**config.mk**
```make
export PLATFORM = sky130hd
export DESIGN_NAME = cwm_back
export DESIGN_NICKNAME = d
export VERILOG_FILES = /design/src/hdl/cwm_pkg.sv /design/src/hdl/cwm_back.sv
export SDC_FILE = /design/constraint.sdc
export NUM_CORES = 1
export LEC_CHECK = 0
export BUFFER_PORTS_ARGS = -buffer_cell sky130_fd_sc_hd__clkbuf_2
export CAP_MARGIN = 40
export CELL_PAD_IN_SITES_DETAIL_PLACEMENT = 1
export CELL_PAD_IN_SITES_GLOBAL_PLACEMENT = 1
export CORE_MARGIN = 3
export CORE_UTILIZATION = 43
export CTS_BUF_LIST = sky130_fd_sc_hd__clkbuf_4
export CTS_CLUSTER_DIAMETER = 30
export DETAILED_ROUTE_END_ITERATION = 12
export PLACE_DENSITY_LB_ADDON = 0.25
export REMOVE_ABC_BUFFERS = 1
export SLEW_MARGIN = 5
export SYNTH_ARGS = -nofsm -noshare
export SYNTH_HDL_FRONTEND = slang
export SYNTH_SLANG_ARGS = --single-unit
```
**constraint.sdc**
```tcl
create_clock -name clk -period 11.65 [get_ports clk]
set_clock_uncertainty 0.15 [all_clocks]
set_input_delay 1.7475 -clock clk [delete_from_list [all_inputs] [get_ports clk]]
set_output_delay 1.7475 -clock clk [all_outputs]
set_load 0.03 [all_outputs]
```
**src/hdl/cwm_pkg.sv**
```systemverilog
`timescale 1ns / 1ps
// ----------------------------------------------------------------------------
// cwm_pkg
// Shared types, widths and the arctangent table for the clock-wipe key
// generator.
// ----------------------------------------------------------------------------
package cwm_pkg;

    localparam int MAX_DIMENSION = 4096;
    localparam int ANGLE_BITS    = 16;

    localparam int COORD_W   = $clog2(MAX_DIMENSION);
    localparam int FRAME_W   = COORD_W + 1;
    // doubled offset from centre, signed
    localparam int OFFS_W    = COORD_W + 3;
    localparam int GUARD_W   = 30;
    // offset, guard bits and room for the CORDIC gain
    localparam int VEC_W     = OFFS_W + GUARD_W + 3;
    localparam int TURN_W    = 32;
    localparam int TABLE_LEN = 26;
    localparam int STEPS     = (ANGLE_BITS + 2 < TABLE_LEN) ? ANGLE_BITS + 2 : TABLE_LEN;
    localparam int STEP_W    = $clog2(TABLE_LEN);
    localparam int SECTOR_W  = 5;
    localparam int KEY_W     = 8;
    localparam int CFG_W     = FRAME_W;
    localparam int CFG_IDX_W = 3;

    localparam logic [CFG_IDX_W-1:0] CFG_FRAME_WIDTH  = 3'd0;
    localparam logic [CFG_IDX_W-1:0] CFG_FRAME_HEIGHT = 3'd1;
    localparam logic [CFG_IDX_W-1:0] CFG_SOFT_EDGES   = 3'd2;
    localparam logic [CFG_IDX_W-1:0] CFG_HALF_TURN    = 3'd3;
    localparam logic [CFG_IDX_W-1:0] CFG_SECTORS      = 3'd4;

    localparam logic [FRAME_W-1:0]  RST_FRAME_WIDTH  = FRAME_W'(1024);
    localparam logic [FRAME_W-1:0]  RST_FRAME_HEIGHT = FRAME_W'(768);
    localparam logic [SECTOR_W-1:0] RST_SECTORS      = '0;

    localparam logic [TURN_W-1:0] HALF_TURN = 32'h8000_0000;

    localparam int SOFT_SCALE  = 240;
    localparam int SOFT_OFFSET = 8;

    // vector state handed from cell to cell
    typedef struct packed {
        logic                     zero;
        logic signed [VEC_W-1:0]  u;
        logic signed [VEC_W-1:0]  v;
        logic [TURN_W-1:0]        z;
    } cwm_vec_t;

    // atan(2^-i) in units of 2^-32 turn
    function automatic logic [TURN_W-1:0] atan_turn(input logic [STEP_W-1:0] idx);
        logic [TURN_W-1:0] a;
        begin
            unique case (idx)
                5'd0:    a = 32'h2000_0000;
                5'd1:    a = 32'h12E4_051E;
                5'd2:    a = 32'h09FB_385B;
                5'd3:    a = 32'h0511_11D4;
                5'd4:    a = 32'h028B_0D43;
                5'd5:    a = 32'h0145_D7E1;
                5'd6:    a = 32'h00A2_F61E;
                5'd7:    a = 32'h0051_7C55;
                5'd8:    a = 32'h0028_BE53;
                5'd9:    a = 32'h0014_5F2F;
                5'd10:   a = 32'h000A_2F98;
                5'd11:   a = 32'h0005_17CC;
                5'd12:   a = 32'h0002_8BE6;
                5'd13:   a = 32'h0001_45F3;
                5'd14:   a = 32'h0000_A2F9;
                5'd15:   a = 32'h0000_517C;
                5'd16:   a = 32'h0000_28BE;
                5'd17:   a = 32'h0000_145F;
                5'd18:   a = 32'h0000_0A2F;
                5'd19:   a = 32'h0000_0517;
                5'd20:   a = 32'h0000_028B;
                5'd21:   a = 32'h0000_0145;
                5'd22:   a = 32'h0000_00A2;
                5'd23:   a = 32'h0000_0051;
                5'd24:   a = 32'h0000_0028;
                5'd25:   a = 32'h0000_0014;
                default: a = '0;
            endcase
            return a;
        end
    endfunction

endpackage

```
**src/hdl/cwm_back.sv**
```systemverilog
`timescale 1ns / 1ps
// ----------------------------------------------------------------------------
// cwm_back
// Angle rounding, sector scaling, half-turn offset and key level mapping.
// ----------------------------------------------------------------------------
module cwm_back
(
    input  logic                          clk,
    input  logic                          rst_n,
    input  logic                          in_valid,
    output logic                          in_ready,
    input  cwm_pkg::cwm_vec_t             in_data,
    input  logic                          soft_edges,
    input  logic                          half_turn_offset,
    input  logic [cwm_pkg::SECTOR_W-1:0]  sector_count,
    output logic                          out_valid,
    input  logic                          out_ready,
    output logic [cwm_pkg::KEY_W-1:0]     key_value
);

    localparam int AB    = cwm_pkg::ANGLE_BITS;
    localparam int DROP  = cwm_pkg::TURN_W - AB;
    localparam int PROD1 = AB + cwm_pkg::SECTOR_W;
    localparam int PROD2 = AB + cwm_pkg::KEY_W;

    localparam logic [cwm_pkg::TURN_W-1:0] ROUND_HALF = cwm_pkg::TURN_W'(1) << (DROP - 1);
    localparam logic [AB-1:0]              FRAC_HALF  = AB'(1) << (AB - 1);
    localparam logic [cwm_pkg::KEY_W-1:0]  SCALE      = cwm_pkg::KEY_W'(cwm_pkg::SOFT_SCALE);
    localparam logic [cwm_pkg::KEY_W-1:0]  OFFSET     = cwm_pkg::KEY_W'(cwm_pkg::SOFT_OFFSET);

    logic                          frac_valid_reg;
    logic                          frac_valid_next;
    logic [AB-1:0]                 frac_reg;
    logic [AB-1:0]                 frac_next;
    logic                          key_valid_reg;
    logic                          key_valid_next;
    logic [cwm_pkg::KEY_W-1:0]     key_reg;
    logic [cwm_pkg::KEY_W-1:0]     key_next;
    logic                          frac_ready;
    logic [cwm_pkg::TURN_W-1:0]    z_round;
    logic [AB-1:0]                 angle;
    logic [cwm_pkg::SECTOR_W-1:0]  sectors;
    logic [PROD1-1:0]              prod1;
    logic [AB-1:0]                 scaled;
    logic [PROD2-1:0]              prod2;

    assign frac_ready = !key_valid_reg || out_ready;
    assign in_ready   = !frac_valid_reg || frac_ready;

    // stage 1: round to ANGLE_BITS, times sectors, optional half turn
    always_comb
    begin
        z_round = in_data.z + ROUND_HALF;
        angle   = in_data.zero ? '0 : z_round[cwm_pkg::TURN_W-1:DROP];
        sectors = (sector_count == '0) ? cwm_pkg::SECTOR_W'(1) : sector_count;
        prod1   = PROD1'(angle) * PROD1'(sectors);
        scaled  = prod1[AB-1:0];
        frac_next = half_turn_offset ? scaled + FRAC_HALF : scaled;
        frac_valid_next = in_ready ? in_valid : frac_valid_reg;
    end

    // stage 2: key level
    always_comb
    begin
        prod2 = PROD2'(frac_reg) * PROD2'(SCALE);
        if (soft_edges)
        begin
            key_next = prod2[PROD2-1:AB] + OFFSET;
        end
        else
        begin
            key_next = frac_reg[AB-1:AB-cwm_pkg::KEY_W];
        end
        key_valid_next = frac_ready ? frac_valid_reg : key_valid_reg;
    end

    always_ff @(posedge clk or negedge rst_n)
    begin
        if (!rst_n)
        begin
            frac_valid_reg <= 1'b0;
            key_valid_reg  <= 1'b0;
        end
        else
        begin
            frac_valid_reg <= frac_valid_next;
            key_valid_reg  <= key_valid_next;
        end
    end

    always_ff @(posedge clk)
    begin
        if (in_ready && in_valid)
        begin
            frac_reg <= frac_next;
        end
        if (frac_ready && frac_valid_reg)
        begin
            key_reg <= key_next;
        end
    end

    assign out_valid = key_valid_reg;
    assign key_value = key_reg;

endmodule

```
==> key figures <==
Yosys
  – Async SR Flop Fraction: 7.69%
  – Avg Cell Area, Syn: 9.97 um2
  – Yosys Warn Count: 0
  – Sequential area share after synthesis: 17.5%
  – Area leader, netlist: fa_1
  – Post-synthesis cell area: 4420 um2
  – Main synth FF type: edfxtp_1
  – Top cells by area, synth: fa_1 (29%), edfxtp_1 (16%), ha_1 (12%), and2_1 (6.8%), inv_1 (4.7%)
  – Unique masters post-synth: 48
  – Flops & latches, synth: 26
  – Top-count cell post-synth: fa_1
  – Top cell type's share of synthesized area: 28.6%
  – Number of flops mapped to enable cells by yosys: 24
  – Synth cell count leaders: fa_1 (63), inv_1 (55), and2_1 (48)
  – Syn Inst Count: 443

Worst setup path
  – Launch point of the worst path: in_data[15]
  – Critical Path RT: 11600 ps
  – CP max FO: 7
  – End point of the critical path: frac_reg[15]
  – Crit path depth: 18
  – CP top delay family: adder cells
  – Crit-path slowest cell: fa_1
  – Crit path buf inv count: 3
  – Setup crit start kind: primary input
  – CP Cell Sequence: clkbuf_2, ha_1, nand3_2, or3_1, a21oi_1, and2_1, fa_1, fa_1, inv_1, fa_1, inv_1, ha_1, and2_1, o21ai_0, o21ai_0, o211ai_1, o21ai_0, xnor2_1
  – Crit path capture type: register
  – FF-to-FF End: key_value[7]
  – Largest stage delay, worst path: 540 ps
  – Crit path arrival time: 6280 ps
  – Critical register-to-register path startpoint: frac_reg[2]
  – R2R depth: 16
  – FF-to-FF setup slack: 7170 ps
  – Critical path class: primary input to register

Clock network
  – PostCTS Resize Cnt: 0
  – Clock root buffer: clkbuf_4
  – CTS Sinks: 26
  – Clock tree buffer depth: 2
  – Num CTS Buffers: 3
  – CTS tree: done
  – Clock transition at path regs: 150 ps
  – Cts hold-fix bufs: 0
  – Post-CTS Repair Setup Buffers: 0
  – H-tree Lvls: 1
  – Worst-Skew Late Latency: 340 ps

STA
  – Minimum clock period: 6320 ps
  – Worst-Margin Slew: 832 ps
  – Tcrit/Tclk final: 54.3%
  – Worst slew margin: 43.1%
  – Final setup vio count: 0
  – Max Freq: 0.158 GHz
  – Setup tns final: 0 ps
  – RSZ-0062 raised after global routing: false
  – Max Slew Vio Count: 0
  – Setup ws final: 5330 ps
  – Fin. Hold Viols: 0

Finish
  – Final Non-Filler Cells: 610
  – ANT cells: 0
  – Area grow syn2layout: 8.58%
  – Final nets: 724
  – Max FFs per register: 16
  – Share of layout cells above drive strength 1: 11.9%
  – Fill count: 1144

Global routing
  – GR Overflow Total: 0
  – Pin count of the biggest net entering global routing: 23
  – Number of global-route vias before repair: 3708
  – Initial antenna violation count: 0
  – First-pass GRT wire length: 16700 um
  – Gr usage total: 17.6%

Routing
  – Total Wirelength: 9080 um
  – Detailed-router iteration count before antenna repair: 4
  – DR vias: 3167
  – Drt via density: 5.19
  – Residual DRC: 0
  – Per-cell routed wire length: 14.9 um
  – ANT nets after route: 0
  – DRT iter0 DRCs: 64

Die
  – Die Span X: 107 um
  – Initial Utilization: 44.8%
  – # rows: 36
  – Top Ports: 150
  – CORE AREA: 9860 um2
  – Die area: 11500 um2
  – Die Y: 107 um

Pwr
  – PD cells: 208 nW/um2
  – Pwr Total: 1.00 mW
  – Leakage: 2.18 nW
  – VDD IR max: 118 uV

Outcome
  – Status: finished, final reports clean

Place
  – Routability cong.: 0.854
  – DP Worst Slack: 5000 ps
  – DP Cell Count: 606
  – Post-DP HPWL: 7770 um
  – Port Buf Inserts: 38

Hold path
  – Tightest Hold Check Type: register to register

Flow run
  – Max-cap violations: 0
-- layout by cell type (no fill, tap or decap), drive strengths merged, types with 2 or more instances in the layout --
master    n
o21ai     7
a211oi    2
dfrtp     2
nand2    31
nand2b    4
nor2     18
a21o      5
or2       3
fa       63
nand3b    3
edfxtp   24
clkbuf   41
nor3b     4
xor2     16
a2111oi   2
nor4      3
o2111ai   2
ha       43
and2     49
o31ai     2
and4      2
a21oi    19
nand4     6
o21bai    4
xnor2    21
mux2      3
o21a      7
nand3     7
nor3      8
inv      55
o211ai    2
and3      2
nor2b     2
or3       6
-- layout make-up --
class | count | area, um2 | area share, %
Multi-Input combinational cell | 354 | 3410 | 71.1
Sequential cell | 26 | 771 | 16.1
Inverter | 55 | 206 | 4.30
Timing Repair Buffer | 38 | 190 | 3.97
Tap cell | 133 | 166 | 3.47
Clock inverter | 1 | 30.0 | 0.626
Clock buffer | 3 | 22.5 | 0.470
-- per-stage QoR --
| stage | hold WS, ps | util, % | area [um2] |
|---|---|---|---|
| CTS | 378 | 48.6 | 4800 |
| global route | 399 | 48.6 | 4800 |
| finish | 371 | 48.6 | 4800 |
| global placement | 323 | 48.1 | 4740 |
| floorplan | 299 | - | 4390 |
| detailed placement | 339 | 48.1 | 4740 |
-- per-layer routing --
layer | GRT usage (%) | vias up | part of all wire (%)
met4 | 1.98 | 0 | 0.69
met3 | 1.62 | 6 | 1.8
li1 | - | 1544 | -
met2 | 33.6 | 27 | 54
met1 | 22.1 | 1590 | 44
met5 | 0 | - | 0
-- power by group --
| group | internal [mW] | switching, mW |
|---|---|---|
| registers | 0.150 | 0.0277 |
| clock network | 0.0348 | 0.0299 |
| logic | 0.342 | 0.416 |
-- worst min-delay path by stage --
stage / from / endpoint / cells after the start
floorplan: frac_valid_reg / out_valid / 1
global placement: frac_valid_reg / out_valid / 1
detailed placement: frac_valid_reg / out_valid / 1
CTS: frac_valid_reg / out_valid / 1
global route: frac_valid_reg / out_valid / 1
finish: frac_valid_reg / out_valid / 1
-- worst register-to-register path, stage by stage, from the launching register on --
cell       delay [ps]
edfxtp_1          520
fa_1              550
inv_1              60
fa_1              480
inv_1              40
ha_1              270
a211o_1           120
o2111ai_1         140
a31o_2            280
a211oi_1          400
nor3_1            120
nor2_1            200
ha_1              250
o41ai_1           110
o32ai_1           330
o21a_1            160
o31ai_1            70
-- cells by family (layout without fill, tap and decap cells) --
| family | count (synthesis) | count (layout) | share of synthesized area [%] |
|---|---|---|---|
| multiplexers | 4 | 4 | 0.991 |
| buffers and inverters | 63 | 97 | 5.35 |
| XOR/XNOR | 38 | 38 | 7.85 |
| adder cells (fa/ha/maj) | 106 | 106 | 40.7 |
| AO/OA/AOI/OAI | 58 | 58 | 8.70 |
| AND/OR/NAND/NOR | 148 | 148 | 18.9 |
| flip-flops | 26 | 26 | 17.5 |
Power figures use the tool's default switching activity.
