### src/hdl/cwm_pkg.sv
`timescale 1ns / 1ps
// ----------------------------------------------------------------------------
// cwm_pkg
// Shared types, widths and the arctangent table for the clock-wipe key
// generator.
// ----------------------------------------------------------------------------
package cwm_pkg;

    localparam int MAX_DIMENSION = 4096;
    localparam int ANGLE_BITS    = 16;

    localparam int COORD_W   = $clog2(MAX_DIMENSION);
    localparam int FRAME_W   = COORD_W + 1;
    // doubled offset from centre, signed
    localparam int OFFS_W    = COORD_W + 3;
    localparam int GUARD_W   = 30;
    // offset, guard bits and room for the CORDIC gain
    localparam int VEC_W     = OFFS_W + GUARD_W + 3;
    localparam int TURN_W    = 32;
    localparam int TABLE_LEN = 26;
    localparam int STEPS     = (ANGLE_BITS + 2 < TABLE_LEN) ? ANGLE_BITS + 2 : TABLE_LEN;
    localparam int STEP_W    = $clog2(TABLE_LEN);
    localparam int SECTOR_W  = 5;
    localparam int KEY_W     = 8;
    localparam int CFG_W     = FRAME_W;
    localparam int CFG_IDX_W = 3;

    localparam logic [CFG_IDX_W-1:0] CFG_FRAME_WIDTH  = 3'd0;
    localparam logic [CFG_IDX_W-1:0] CFG_FRAME_HEIGHT = 3'd1;
    localparam logic [CFG_IDX_W-1:0] CFG_SOFT_EDGES   = 3'd2;
    localparam logic [CFG_IDX_W-1:0] CFG_HALF_TURN    = 3'd3;
    localparam logic [CFG_IDX_W-1:0] CFG_SECTORS      = 3'd4;

    localparam logic [FRAME_W-1:0]  RST_FRAME_WIDTH  = FRAME_W'(1024);
    localparam logic [FRAME_W-1:0]  RST_FRAME_HEIGHT = FRAME_W'(768);
    localparam logic [SECTOR_W-1:0] RST_SECTORS      = '0;

    localparam logic [TURN_W-1:0] HALF_TURN = 32'h8000_0000;

    localparam int SOFT_SCALE  = 240;
    localparam int SOFT_OFFSET = 8;

    // vector state handed from cell to cell
    typedef struct packed {
        logic                     zero;
        logic signed [VEC_W-1:0]  u;
        logic signed [VEC_W-1:0]  v;
        logic [TURN_W-1:0]        z;
    } cwm_vec_t;

    // atan(2^-i) in units of 2^-32 turn
    function automatic logic [TURN_W-1:0] atan_turn(input logic [STEP_W-1:0] idx);
        logic [TURN_W-1:0] a;
        begin
            unique case (idx)
                5'd0:    a = 32'h2000_0000;
                5'd1:    a = 32'h12E4_051E;
                5'd2:    a = 32'h09FB_385B;
                5'd3:    a = 32'h0511_11D4;
                5'd4:    a = 32'h028B_0D43;
                5'd5:    a = 32'h0145_D7E1;
                5'd6:    a = 32'h00A2_F61E;
                5'd7:    a = 32'h0051_7C55;
                5'd8:    a = 32'h0028_BE53;
                5'd9:    a = 32'h0014_5F2F;
                5'd10:   a = 32'h000A_2F98;
                5'd11:   a = 32'h0005_17CC;
                5'd12:   a = 32'h0002_8BE6;
                5'd13:   a = 32'h0001_45F3;
                5'd14:   a = 32'h0000_A2F9;
                5'd15:   a = 32'h0000_517C;
                5'd16:   a = 32'h0000_28BE;
                5'd17:   a = 32'h0000_145F;
                5'd18:   a = 32'h0000_0A2F;
                5'd19:   a = 32'h0000_0517;
                5'd20:   a = 32'h0000_028B;
                5'd21:   a = 32'h0000_0145;
                5'd22:   a = 32'h0000_00A2;
                5'd23:   a = 32'h0000_0051;
                5'd24:   a = 32'h0000_0028;
                5'd25:   a = 32'h0000_0014;
                default: a = '0;
            endcase
            return a;
        end
    endfunction

endpackage

### src/hdl/cwm_front.sv
`timescale 1ns / 1ps
// ----------------------------------------------------------------------------
// cwm_front
// Centre offset and half-plane fold; loads the first CORDIC vector.
// ----------------------------------------------------------------------------
module cwm_front
(
    input  logic                          clk,
    input  logic                          rst_n,
    input  logic                          in_valid,
    output logic                          in_ready,
    input  logic [cwm_pkg::COORD_W-1:0]   pixel_x,
    input  logic [cwm_pkg::COORD_W-1:0]   pixel_y,
    input  logic [cwm_pkg::FRAME_W-1:0]   frame_width,
    input  logic [cwm_pkg::FRAME_W-1:0]   frame_height,
    output logic                          out_valid,
    output cwm_pkg::cwm_vec_t             out_data,
    input  logic                          out_ready
);

    localparam int PAD_C = cwm_pkg::OFFS_W - cwm_pkg::COORD_W - 1;
    localparam int PAD_F = cwm_pkg::OFFS_W - cwm_pkg::FRAME_W;
    localparam int PAD_V = cwm_pkg::VEC_W - cwm_pkg::OFFS_W - cwm_pkg::GUARD_W;

    logic                               valid_reg;
    logic                               valid_next;
    cwm_pkg::cwm_vec_t                  data_reg;
    cwm_pkg::cwm_vec_t                  data_next;
    logic signed [cwm_pkg::OFFS_W-1:0]  dx;
    logic signed [cwm_pkg::OFFS_W-1:0]  dy;
    logic signed [cwm_pkg::OFFS_W-1:0]  xf;
    logic signed [cwm_pkg::OFFS_W-1:0]  yf;
    logic signed [cwm_pkg::OFFS_W-1:0]  yu;

    assign in_ready = !valid_reg || out_ready;

    always_comb
    begin
        dx = $signed({{PAD_C{1'b0}}, pixel_x, 1'b0})
           - $signed({{PAD_F{1'b0}}, frame_width});
        dy = $signed({{PAD_C{1'b0}}, pixel_y, 1'b0})
           - $signed({{PAD_F{1'b0}}, frame_height});
        // y axis points up: smaller row is positive
        yu = -dy;
        data_next.zero = (dx == '0) && (dy == '0);
        if (yu < 0)
        begin
            xf = -dx;
            yf = -yu;
            data_next.z = cwm_pkg::HALF_TURN;
        end
        else
        begin
            xf = dx;
            yf = yu;
            data_next.z = '0;
        end
        data_next.u = $signed({{PAD_V{yf[cwm_pkg::OFFS_W-1]}}, yf, {cwm_pkg::GUARD_W{1'b0}}});
        data_next.v = $signed({{PAD_V{xf[cwm_pkg::OFFS_W-1]}}, xf, {cwm_pkg::GUARD_W{1'b0}}});
        valid_next = in_ready ? in_valid : valid_reg;
    end

    always_ff @(posedge clk or negedge rst_n)
    begin
        if (!rst_n)
        begin
            valid_reg <= 1'b0;
        end
        else
        begin
            valid_reg <= valid_next;
        end
    end

    always_ff @(posedge clk)
    begin
        if (in_ready && in_valid)
        begin
            data_reg <= data_next;
        end
    end

    assign out_valid = valid_reg;
    assign out_data  = data_reg;

endmodule

### config.mk
export PLATFORM = sky130hd
export DESIGN_NAME = cwm_front
export DESIGN_NICKNAME = d
export VERILOG_FILES = /design/src/hdl/cwm_pkg.sv /design/src/hdl/cwm_front.sv
export SDC_FILE = /design/constraint.sdc
export NUM_CORES = 1
export LEC_CHECK = 0
export BUFFER_PORTS_ARGS = -buffer_cell sky130_fd_sc_hd__buf_4
export CAP_MARGIN = 20
export CORE_MARGIN = 2
export CORE_UTILIZATION = 53
export DETAILED_ROUTE_END_ITERATION = 8
export GPL_TIMING_DRIVEN = 0
export PLACE_DENSITY_LB_ADDON = 0.2
export SYNTH_ARGS = -nofsm -noshare
export SYNTH_HDL_FRONTEND = slang
export SYNTH_SLANG_ARGS = --single-unit
### constraint.sdc
create_clock -name clk -period 3.07 [get_ports clk]
set_input_delay 0.614 -clock clk [delete_from_list [all_inputs] [get_ports clk]]
set_output_delay 0.614 -clock clk [all_outputs]
set_load 0.005 [all_outputs]
==> impl_metrics.env, run 1 <==
export IMPL_synth_main_ff_cell="edfxtp_1"
export IMPL_critical_register_to_register_path_endpoint="out_data[110]$_DFFE_PP_"
export IMPL_clockBufferDepth=2
export IMPL_dr_pass1_iters=5
export IMPL_period_minus_slack_ns=3.611
export IMPL_final_cell_mix="218 x buf_4, 92 x conb_1, 32 x edfxtp_1"
export IMPL_dieWidth_um=92.67
export IMPL_timing_max_transition_violations_final=0
export IMPL_drive_above_1_share_pct=45.87
export IMPL_wire_per_inst_um=13.69
export IMPL_n_fill_cell=489
export IMPL_antenna_found_initial=0
export IMPL_clkSinkCount=33
export IMPL_register_area_um2=985.9
export IMPL_timing_final_hold_violations=0
export IMPL_final_worst_path_period_share_pct=117.6
export IMPL_vdd_drop_max_mv=0.1671
export IMPL_grt_start_max_net_pins=21
export IMPL_post_synth_num_cell_types=75
export IMPL_layout_core_utilization_pct=82.63
export IMPL_grt_use_total_pct=23.21
export IMPL_crit_start="frame_height[4]"
export IMPL_r2r_start="out_valid$_DFFE_PN0N_"
export IMPL_fmax_ghz=0.2769
export IMPL_r2r_cells=3
export IMPL_fp_coreArea_um2=7687
export IMPL_multi_input_area_um2=3158
export IMPL_synth_edff_count=32
export IMPL_crit_path_max_fanout=5
export IMPL_timing_critical_path_slowest_stage_cell="or3b_4"
export IMPL_critPathKind="in2reg"
export IMPL_port_buffers=93
export IMPL_power_density_cell_area_nw_per_um2=340.8
export IMPL_worstPathArrival_ns=3.64
export IMPL_io_pins=185
export IMPL_vias_in_the_first_global_route=3716
export IMPL_rsz0062_at_grt="yes"
export IMPL_synthesized_area_divided_by_synthesized_cell_count_um2=8.573
export IMPL_syn_inst=486
export IMPL_detailroute_via_count=4069
export IMPL_finalSetupViolCount=28
export IMPL_insertion_delay_ns=0.29
export IMPL_cells_traversed_along_the_worst_timing_path="buf_8, inv_12, ha_4, a21o_4, xor2_1, or3_4, a2111oi_4, or3b_4, or3_4, o21ai_4, inv_2, a222oi_1, xnor2_1"
export IMPL_layout_area_overhead_vs_synth_pct=52.46
export IMPL_cts_buffers_inserted=5
export IMPL_capturing_element_type_of_the_critical_path="flop"
export IMPL_yosysWarnings=0
export IMPL_clk_root_buffer_cell="clkbuf_8"
export IMPL_leakagePower_nw=3.054
export IMPL_rows=32
export IMPL_worstMarginPinSlew_ns=0.6923
export IMPL_gp_routability_congestion=0.8431
export IMPL_fin_nets=796
export IMPL_cts_clk_slew_worst_paths_ns=0.06
export IMPL_max_cap_violations=0
export IMPL_dpl_hpwl_mm=7.592
export IMPL_effective_utilization_at_floorplan_pct=54.20
export IMPL_critPathMostFrequentCell="or3_4"
export IMPL_detailedRoute_firstIterationViolations=161
export IMPL_async_flop_share_pct=3.030
export IMPL_place_worst_setup_slack_ns=-1.407
export IMPL_tritoncts="built"
export IMPL_grt_overflow=0
export IMPL_hp_class="in2async"
export IMPL_timing_critical_path_required_ns=3.10
export IMPL_die_h_um=92.67
export IMPL_ant_nets=0
export IMPL_status="complete, but fails checks"
export IMPL_violations_in_the_final_reports="negative setup slack"
export IMPL_dieArea_um2=8587
export IMPL_number_of_register_bits_inferred_by_synthesis=33
export IMPL_slew_headroom_pct=53.85
export IMPL_total_power_mw=2.165
export IMPL_via_per_inst=4.980
export IMPL_wl_mm=11.18
export IMPL_mostFrequentLayoutCell="buf_4"
export IMPL_grt_pass1_wl_mm=16.55
export IMPL_insertedDiodeCount=0
export IMPL_reg2reg_slack_ns=1.41
export IMPL_syn_area_um2=4166
export IMPL_cpPeakStageDelay_ns=0.42
export IMPL_crit_path_start_kind="input port"
export IMPL_share_of_the_yosys_chip_area_belonging_to_registers_pct=23.66
export IMPL_remaining_drc_errors=0
export IMPL_holdWs_ns=0.08606
export IMPL_worst_clock_skew_ns=0.004871
export IMPL_ctsHtreeMaxLevel=2
export IMPL_final_critical_path_setup_slack_ns=-0.5410
-- how the worst max path moves through the flow --
stage | end | slack (ns) | cells past startpoint
2_1_floorplan | out_data[120]$_DFFE_PP_ | -0.78 | 13
3_3_place_gp | out_data[73]$_DFFE_PP_ | -1.34 | 15
3_5_place_dp | out_data[73]$_DFFE_PP_ | -1.41 | 15
4_1_cts | out_data[70]$_DFFE_PP_ | -0.45 | 14
5_1_grt | out_data[120]$_DFFE_PP_ | -0.58 | 13
6_report | out_data[120]$_DFFE_PP_ | -0.54 | 13
-- logic make-up after synthesis --
kind of cell,share of synthesized area (%)
buf+inv,21.62
simple gates,15.80
compound gates,18.65
xor+xnor,10.42
flops,23.66
fa+ha+maj,8.769
mux,0.9910
other cells,0.09000
-- layout make-up --
| class | count | area share, % |
|---|---|---|
| Multi-Input combinational cell | 404 | 49.71 |
| Timing Repair Buffer | 132 | 16.84 |
| Sequential cell | 33 | 15.52 |
| Buffer | 104 | 12.41 |
| Inverter | 34 | 2.245 |
| Tap cell | 102 | 2.009 |
| Clock buffer | 8 | 1.261 |
-- synth_stat cells (6+ instances only) --
cell type / n / area, µm²
nand2b_1: 7 / 43.79
ha_1: 26 / 325.3
a21oi_1: 24 / 120.1
nand2_1: 28 / 105.1
a21o_1: 7 / 52.55
and2_1: 6 / 37.54
xnor2_1: 32 / 280.3
nor2_1: 36 / 135.1
edfxtp_1: 32 / 960.9
nor3_1: 6 / 30.03
xor2_1: 15 / 131.4
o21ai_0: 18 / 90.09
buf_4: 97 / 728.2
inv_1: 33 / 123.9
nand3_1: 6 / 30.03
-- power by group --
| part | internal, mW | switching, mW | total (mW) | leakage [nW] |
|---|---|---|---|---|
| clock | 0.161 | 0.158 | 0.319 | 0.0395 |
| combinational | 0.620 | 0.620 | 1.24 | 2.70 |
| sequential | 0.587 | 0.0194 | 0.607 | 0.317 |
-- repair_timing --
item                       CTS  global route
hold buffers                 0             0
setup buffers               26            11
resized for setup           61            68
gates cloned                 0             1
setup endpoints to repair   29            29
pin swaps                   22            25
-- per-stage QoR --
step | instance area, µm² | setup TNS, ns | std cells
after detailed placement | 5399 | -34.96 | 773
after global placement | 5371 | -34.50 | 772
final | 6352 | -10.85 | 817
after global routing | 6352 | -13.62 | 817
after CTS | 5929 | -9.946 | 805
after floorplan | 4546 | -18.74 | 577
-- layer usage --
metal	global-route usage (%)	routed length, µm	vias to the layer above
li1	-	-	1976
met1	25.95	4104	1892
met2	46.05	6238	173
met3	2.034	626	28
met4	6.985	214	0
met5	0	0	-
-- flip-flops by register name, summed over array words and instances, names as in the netlist --
name       count
out_data      32
out_valid      1
-- critical path: cells and delay by family --
| family | cells | cell delay, ns |
|---|---|---|
| xor+xnor | 2 | 0.26 |
| simple gates | 3 | 1.22 |
| fa+ha+maj | 1 | 0.18 |
| compound gates | 4 | 1.11 |
| buf+inv | 3 | 0.25 |
Note: power is estimated with default switching activity, not from simulation.
==> run 2, diff against run 1 <==
- BUFFER_PORTS_ARGS: -buffer_cell sky130_fd_sc_hd__buf_4 -> -buffer_cell sky130_fd_sc_hd__buf_2
==> run 2 against run 1 <==
Effect of this change:
- the flow still finishes with violations (negative setup slack)
- count of clock-buffer cells in the layout shrank 1
- critical endpoint unchanged
- sequential power hardly changed
- sequential cell count stayed put
- maximum frequency grew 0.82%
==> impl_metrics.env, run 2 (synthesized netlist as in run 1, its figures left out) <==
export IMPL_dpl_hpwl_mm=7.463
export IMPL_grt_start_max_net_pins=21
export IMPL_timing_final_hold_violations=0
export IMPL_dieWidth_um=92.67
export IMPL_cpPeakStageDelay_ns=0.42
export IMPL_clockBufferDepth=2
export IMPL_violations_in_the_final_reports="negative setup slack"
export IMPL_io_pins=185
export IMPL_critPathBufInv=3
export IMPL_worstMarginPinSlew_ns=0.6981
export IMPL_wire_per_inst_um=12.45
export IMPL_hold_buffers=0
export IMPL_effective_utilization_at_floorplan_pct=54.20
export IMPL_worst_clock_skew_ns=0.005217
export IMPL_drive_above_1_share_pct=40.20
export IMPL_remaining_drc_errors=0
export IMPL_r2r_start="out_valid$_DFFE_PN0N_"
export IMPL_ant_nets=0
export IMPL_rows=32
export IMPL_crit_path_start_kind="input port"
export IMPL_period_minus_slack_ns=3.582
export IMPL_final_cell_mix="128 x buf_4, 92 x conb_1, 89 x buf_2"
export IMPL_place_area_um2=5166
export IMPL_hp_class="in2async"
export IMPL_ctsHtreeMaxLevel=2
export IMPL_clkSinkCount=33
export IMPL_capturing_element_type_of_the_critical_path="flop"
export IMPL_timing_critical_path_slowest_stage_cell="or3b_4"
export IMPL_power_density_cell_area_nw_per_um2=352.0
export IMPL_cts_buffers_inserted=5
export IMPL_layout_area_overhead_vs_synth_pct=40.06
export IMPL_grt_pass1_wl_mm=15.32
export IMPL_multi_input_area_um2=2928
export IMPL_instances_no_fill=811
export IMPL_total_power_mw=2.054
export IMPL_critPathMostFrequentCell="or3_4"
export IMPL_dieArea_um2=8587
export IMPL_vias_in_the_first_global_route=3445
export IMPL_n_fill_cell=572
export IMPL_place_worst_setup_slack_ns=-1.439
export IMPL_fmax_ghz=0.2792
export IMPL_critPathKind="in2reg"
export IMPL_vdd_drop_max_mv=0.1663
export IMPL_flip_flop_count_of_the_largest_register_after_layout=32
export IMPL_timing_critical_path_required_ns=3.10
export IMPL_worstPathArrival_ns=3.61
export IMPL_register_area_um2=985.9
export IMPL_crit_path_max_fanout=10
export IMPL_gp_routability_congestion=0.8057
export IMPL_detailroute_via_count=3896
export IMPL_clk_root_buffer_cell="clkbuf_8"
export IMPL_detailedRoute_firstIterationViolations=164
export IMPL_mostFrequentLayoutCell="buf_4"
export IMPL_final_setup_tns_ns=-11.15
export IMPL_final_worst_path_period_share_pct=116.7
export IMPL_rsz0062_at_grt="yes"
export IMPL_finalSetupViolCount=28
export IMPL_fp_coreArea_um2=7687
export IMPL_final_critical_path_setup_slack_ns=-0.5118
export IMPL_status="complete, but fails checks"
export IMPL_grt_overflow=0
export IMPL_via_per_inst=4.804
export IMPL_antenna_found_initial=0
export IMPL_tritoncts="built"
export IMPL_insertedDiodeCount=0
export IMPL_place_detailed_instances=773
export IMPL_crit_family="simple AND/OR/NAND/NOR gates"
export IMPL_max_cap_violations=0
export IMPL_wl_mm=10.10
export IMPL_layout_core_utilization_pct=75.91
export IMPL_dr_pass1_iters=4
export IMPL_port_buffers=93
export IMPL_grt_use_total_pct=21.80
export IMPL_cells_traversed_along_the_worst_timing_path="buf_2, ha_1, buf_6, xor2_1, or3_4, a2111oi_4, or3b_4, or3_4, o21ai_4, inv_2, a222oi_1, xnor2_1"
export IMPL_die_h_um=92.67
export IMPL_timing_max_transition_violations_final=0
export IMPL_fin_nets=790
export IMPL_insertion_delay_ns=0.29
export IMPL_holdWs_ns=0.08195
export IMPL_crit_start="pixel_y[4]"
export IMPL_slew_headroom_pct=53.46
export IMPL_final_area_um2=5836
export IMPL_leakagePower_nw=2.884
export IMPL_cts_clk_slew_worst_paths_ns=0.07
[run 2: cell types whose count changed in the layout (fill, tap and decap cells not counted), moves of 5 or more]
cell,previous run,this run
buf_4,218,128
o21ai_2,5,0
o21ai_0,10,15
nor2_1,25,34
buf_2,0,89
nor2_4,7,1
nand2_1,22,27
[run 2: power by group]
part | total [mW] | internal (mW) | switching [mW]
Sequential | 0.604 | 0.587 | 0.0177
Clock | 0.366 | 0.203 | 0.163
Combinational | 1.08 | 0.521 | 0.563
Total | 2.05 | 1.31 | 0.744
[run 2: layout make-up]
class                   instances  share of cell area, %
plain buffers                 104                  13.38
clock buffers                   7                  1.651
clock inverters                 1                0.08576
inverters                      34                  2.444
multi-input cells             404                  50.17
flip-flops and latches         33                  16.90
well taps                     102                  2.187
repair buffers                126                  13.19
[run 2: metal layers]
metal | share of wire [%] | up-vias | track usage [%] | wire length [µm]
met2 | 54 | 135 | 41.36 | 5422
met5 | 0 | - | 0 | 0
met4 | 2.8 | 0 | 9.314 | 282
met3 | 4.3 | 27 | 1.383 | 435
met1 | 39 | 1762 | 25.14 | 3959
li1 | - | 1972 | - | -
[run 2: what timing repair did]
| item | in CTS | in global routing |
|---|---|---|
| pin swaps | 18 | 8 |
| setup endpoints to repair | 29 | 29 |
| setup buffers | 22 | 11 |
| resized for setup | 49 | 24 |
[run 2: worst paths after layout]
| path | endpoint | slack (ns) | depth (start not counted) |
|---|---|---|---|
| min | out_valid$_DFFE_PN0N_ | 0.08 | 1 |
| min in group clk | out_valid$_DFFE_PN0N_ | 0.52 | 2 |
| max reg2reg | out_data[110]$_DFFE_PP_ | 1.47 | 3 |
| max | out_data[120]$_DFFE_PP_ | -0.51 | 12 |
| min reg2reg | out_valid$_DFFE_PN0N_ | 0.52 | 2 |
| max in group asynchronous | out_valid$_DFFE_PN0N_ | 2.90 | 1 |
